==> config.mk <==
export PLATFORM = sky130hd
export DESIGN_NAME = kwsm_ctrl
export DESIGN_NICKNAME = d
export VERILOG_FILES = /design/src/kwsm_pkg.sv /design/src/kwsm_ctrl.sv
export SDC_FILE = /design/constraint.sdc
export NUM_CORES = 1
export LEC_CHECK = 0
export ABC_AREA = 1
export BUFFER_PORTS_ARGS = -buffer_cell sky130_fd_sc_hd__buf_2
export CORE_AREA = 2 2 39 41
export CTS_BUF_LIST = sky130_fd_sc_hd__clkbuf_16
export CTS_CLUSTER_DIAMETER = 50
export DETAILED_ROUTE_END_ITERATION = 12
export DIE_AREA = 0 0 41 43
export PLACE_DENSITY = 0.44
export SLEW_MARGIN = 20
export SYNTH_ARGS = -nofsm -noshare
export SYNTH_HDL_FRONTEND = slang
export SYNTH_SLANG_ARGS = --single-unit
==> constraint.sdc <==
create_clock -name clk_i -period 1.4 [get_ports clk_i]
set_clock_uncertainty 0.2 [all_clocks]
set_input_delay 0.07 -clock clk_i [delete_from_list [all_inputs] [get_ports clk_i]]
set_output_delay 0.07 -clock clk_i [all_outputs]
set_load 0.01 [all_outputs]
==> src/kwsm_pkg.sv <==
// Shared types and codes for the k-way sorted merge block.
// Used by the controller, the datapath and the top level; depends on nothing.
`default_nettype none

package kwsm_pkg;

  typedef logic [1:0]         status_t;
  typedef logic [2:0]         list_idx_t;
  typedef logic signed [31:0] data_t;

  localparam status_t STATUS_DONE  = 2'd0;
  localparam status_t STATUS_FULL  = 2'd1;
  localparam status_t STATUS_EMPTY = 2'd2;

  localparam logic MODE_LOAD = 1'b0;
  localparam logic MODE_POP  = 1'b1;

  // Which list the pointer and count arrays are looked up for.
  typedef enum logic [1:0] {
    SEL_ITEM,
    SEL_SCAN,
    SEL_BEST
  } sel_e;

  typedef struct packed {
    logic capture;     // Input transfer: latch the item and restart the scan.
    sel_e sel;         // List whose pointers and count are looked up.
    logic scan_issue;  // Read the head of the scanned list and advance the scan.
    logic finish;      // Commit the item and write its result when the slot is free.
  } cmd_t;

  typedef struct packed {
    logic scan_last;   // The scan counter points at the last list.
    logic out_free;    // The result register can take a new result this cycle.
  } sts_t;

endpackage

`default_nettype wire

==> src/kwsm_ctrl.sv <==
// Sequencing state machine of the k-way sorted merge block.
// Depends on kwsm_pkg; drives the datapath through cmd_t and reads sts_t.
`default_nettype none

module kwsm_ctrl (
  input  wire logic          clk_i,
  input  wire logic          rst_ni,
  input  wire logic          in_valid_i,
  input  wire logic          mode_i,
  output logic               in_stall_o,
  output kwsm_pkg::cmd_t     cmd_o,
  input  wire kwsm_pkg::sts_t sts_i
);
  import kwsm_pkg::*;

  typedef enum logic [2:0] {
    ST_IDLE,
    ST_LOAD,
    ST_SCAN,
    ST_DRAIN,
    ST_COMMIT
  } state_e;

  state_e state_q, state_d;

  always_comb begin
    state_d           = state_q;
    cmd_o.capture     = 1'b0;
    cmd_o.sel         = SEL_ITEM;
    cmd_o.scan_issue  = 1'b0;
    cmd_o.finish      = 1'b0;
    case (state_q)
      ST_IDLE: begin
        if (in_valid_i) begin
          cmd_o.capture = 1'b1;
          state_d       = (mode_i == MODE_POP) ? ST_SCAN : ST_LOAD;
        end
      end
      ST_LOAD: begin
        cmd_o.sel    = SEL_ITEM;
        cmd_o.finish = 1'b1;
        if (sts_i.out_free) begin
          state_d = ST_IDLE;
        end
      end
      ST_SCAN: begin
        cmd_o.sel        = SEL_SCAN;
        cmd_o.scan_issue = 1'b1;
        if (sts_i.scan_last) begin
          state_d = ST_DRAIN;
        end
      end
      ST_DRAIN: begin
        // The head read for the last list is compared in this cycle.
        cmd_o.sel = SEL_BEST;
        state_d   = ST_COMMIT;
      end
      ST_COMMIT: begin
        cmd_o.sel    = SEL_BEST;
        cmd_o.finish = 1'b1;
        if (sts_i.out_free) begin
          state_d = ST_IDLE;
        end
      end
      default: begin
        state_d = ST_IDLE;
      end
    endcase
  end

  assign in_stall_o = (state_q != ST_IDLE);

  always_ff @(posedge clk_i or negedge rst_ni) begin
    if (!rst_ni) begin
      state_q <= ST_IDLE;
    end else begin
      state_q <= state_d;
    end
  end

  a_accept_leaves_idle: assert property (@(posedge clk_i) disable iff (!rst_ni)
    in_valid_i && !in_stall_o |=> state_q != ST_IDLE)
    else $error("accepted item did not start processing");

  a_scan_runs_on: assert property (@(posedge clk_i) disable iff (!rst_ni)
    state_q == ST_SCAN && !sts_i.scan_last |=> state_q == ST_SCAN)
    else $error("scan stopped before the last list");

  a_drain_to_commit: assert property (@(posedge clk_i) disable iff (!rst_ni)
    state_q == ST_DRAIN |=> state_q == ST_COMMIT)
    else $error("drain cycle not followed by commit");

  a_finish_done_idle: assert property (@(posedge clk_i) disable iff (!rst_ni)
    cmd_o.finish && sts_i.out_free |=> state_q == ST_IDLE)
    else $error("finished item did not return to idle");

endmodule

`default_nettype wire

# Word level (Yosys, flattened, before mapping)
# Index checks and enable logic that the tools add are counted.
[totals] regBits=3
[classes] n_eq_ne=7 mux=10 n_reduce_logical=5
[ops] cell="3-bit one-hot mux with 4 select lines" count=1
[ops] cell="3-bit two-way mux" count=3
[ops] cell="3-bit by 2-bit equality test with 1-bit output (second input constant)" count=2
[ops] cell="1-bit two-way mux" count=4
[ops] cell="2-bit != test (second input constant)" count=2
[ops] cell="2-bit one-hot mux with 2 select lines" count=1
[ops] cell="2-bit OR reduction" count=2
[ops] cell="3-bit by 1-bit equality test with 1-bit output (second input constant)" count=1
[ops] cell="3-bit equality test (second input constant)" count=1
[ops] cell="3-bit zero test" count=1
[ops] cell="3-bit AND reduction" count=1
[ops] cell="3-bit nonzero test" count=1
[ops] cell="2-bit two-way mux" count=1
[ops] cell="2-bit by 1-bit != test with 1-bit output (second input constant)" count=1

# Longest topological paths before layout
[logic_depth] word_depth=4 ltp_mapped=6 ltp_nobuf=6

# Least setup slack after synthesis
# OpenSTA, ideal clock, no wires.
[synth_timing] path_type="reg-to-output" start="register state_q[2]" end="output cmd_o[2] in the netlist's numbering" required_time_ps=1130 stages_incl_launch_ff=5 slack_ps=192 arrival_time_ps=938 cell_sequence="dfrtp_1 -> inv_2 -> nand2_4 -> nor2_1 -> buf_4"
[synth_lines] item="from (decl)" line_no="kwsm_ctrl.sv:24" rtl="state_e state_q, state_d;"
[synth_lines] item="from (signal assigned)" line_no="kwsm_ctrl.sv:77" rtl="state_q <= state_d;"
[synth_lines] item="to (decl)" line_no="kwsm_ctrl.sv:11" rtl="output kwsm_pkg::cmd_t cmd_o,"

==> reports/metrics.cfg <==
[route]
viasPerCell=4.04
routedWlPerCell_um=8.69
routed_wl_um=617
via_count=287
drt_iter0_drc=5
ant_nets=0
route.detailed.drc=0
drt_first_pass_iters=2

[worst_hold_path]
hold_path_end=state_q[1]$_DFFE_PN0P_
hold_class=in2reg
min_delay_path_depth=5
worstHoldStart=sts_i[0]

[cells_and_area]
diodes=0
area_delta_synth_final_pct=91.0
max_flop_register=state_q
largest_reg_flops=3
drive_gt1_frac=0.545
fin_nets=62
fillers=146
top_regs=state_q: 3 flops
utilization=0.347

[global_route]
grt_use_total=0.0885
grt_max_degree=7
grt_first_pass_wirelength_um=979
gr-total-overflow=0
grt_pass1_vias=234
antenna_found_initial=0

[place]
portBuffers=11
place_ws_ns=0.137
dp_hpwl_um=418
gp_congestion=0.710

[sta]
max_freq_ghz=0.723
timing_hold_violations_final=0
layout_min_cycle_time_ns=1.38
slew_headroom=0.865
tightest_slew_ns=0.202
rsz0062_at_grt=yes
post-route-period-util=0.988
whs_ns=0.0440
setup_viol=0
finalWorstSetupSlack_ns=0.0166
drv_slew=0

[setup_path]
worstSetupPathDepth=3
r2r_cells=4
worstPathRequired_ns=1.13
path_class=reg2out
reg2reg_to=state_q[0]$_DFFE_PN0P_
ff2ff_setup_slack_ns=0.09
cpPeakStageDelay_ns=0.45
worstPathArrival_ns=1.11
critical_path_buf_inv_count=2
crit_slowest_cell=dfrtp_2
critPathCaptureType=primary output
cp_top_family=flip-flops
crit_chain=buf_4 > nor3b_2 > buf_2
r2r_start=state_q[0]$_DFFE_PN0P_
critPathLaunchType=register
worstPathMaxFanout=5

[status]
status=finished, final reports clean

[power]
power-per-cell-area_mw_per_mm2=2660
total_leakage_power_nw=0.257
power_mw=1.28
vdd_drop_max_v=0.000763

[floorplanning]
fp.dieH_um=43
die_w_um=41
core_mm2=0.00138
ios=12
rows=14
start_util=0.182
die-area_mm2=0.00176

[synth]
synth_edf_count=0
postSynthCellCount=34
yosys.cell_count.top_type=nand2_1
syn_area_per_cell_um2=7.40
ys.flop_type=dfrtp_1
synth.area.top_cells=dfrtp_1 30%, nand2_1 13%, nor2_1 9.0%
ys_warn_count=0
synth_top_area_frac=0.299
async_flop_share=1.00
yosysTopAreaCell=dfrtp_1
syn_area_um2=251
ys_seq_area_frac=0.299
syn_nets=40
synth_cell_type_count=14
ys_ff_latch=3
synth_commonest_cells=9 x nand2_1, 6 x nor2_1, 4 x inv_1

[clock_tree]
cts_tree=yes
cts_buffers=3
clock_path_buffers=2
clockRootBuffer=clkbuf_16
clk_latency_ns=0.22
cts_max_level=1
clk_pin_slew_ns=0.03
cts_sinks=3

[flow_run]
maxCapViolations=0

where the power goes:
part,switching (mW),internal [mW],leakage [nW],total [mW]
logic,0.341,0.278,0.178,0.619
registers,0.0824,0.136,0.0361,0.218
clock network,0.0723,0.368,0.0423,0.440
area by class of cell:
type	instances	area, µm²	area share
multi-input cells	25	168	0.349
inverters	5	18.8	0.0391
clock inverters	1	3.75	0.00781
flip-flops and latches	3	77.6	0.161
clock buffers	3	75.1	0.156
repair buffers	18	118	0.245
well taps	16	20.0	0.0417
how the worst max path moves through the flow:
stage | startpoint | endpoint
global route | state_q[1]$_DFFE_PN0P_ | cmd_o[4]
floorplan | state_q[2]$_DFFE_PN0P_ | cmd_o[2]
detailed placement | state_q[1]$_DFFE_PN0P_ | state_q[0]$_DFFE_PN0P_
CTS | state_q[0]$_DFFE_PN0P_ | cmd_o[4]
finish | state_q[1]$_DFFE_PN0P_ | cmd_o[0]
global placement | state_q[1]$_DFFE_PN0P_ | state_q[1]$_DFFE_PN0P_
per-stage QoR:
stage | setup TNS, ns | area [µm²] | std cells
floorplan | 0 | 251 | 34
global placement | 0 | 319 | 60
detailed placement | 0 | 319 | 60
CTS | -0.00691 | 443 | 68
global route | -0.157 | 480 | 71
finish | 0 | 480 | 71
metal layers:
| layer | GRT usage | vias to the layer above | wire (µm) |
|---|---|---|---|
| li1 | - | 150 | - |
| met1 | 0.107 | 132 | 248 |
| met2 | 0.106 | 5 | 336 |
| met3 | 0.0628 | 0 | 32 |
| met4 | 0.0600 | 0 | 0 |
| met5 | 0 | - | 0 |
timing repair:
item | 4_1_cts | 5_1_grt
endpoints found under the setup margin | 2 | 6
pin swaps | 0 | 1
gates resized for setup | 2 | 6
setup buffers | 0 | 3
hold endpoints to repair | 5 | 0
hold buffers | 4 | 0
tightest hold or removal path, stage by stage:
cell and delay, ns:
buf_2 0.07, inv_1 0.05, nand4_4 0.10, nand4_1 0.07, nand2_1 0.07
cells by family after synthesis:
logic type      synth area share
flops                      0.298
compound gates            0.0199
simple gates               0.577
buf+inv                    0.104
cell usage in the layout (no fill, tap or decap), types with 2 or more instances in the layout:
master          n
nand2_1         8
dfrtp_2         2
buf_2          11
clkbuf_16       3
inv_1           4
nor2_1          4
inv_2           2
dlygate4sd3_1   4
nand3_2         2
nand4_1         2
buf_4           3
(Power assumes the default switching activity.)
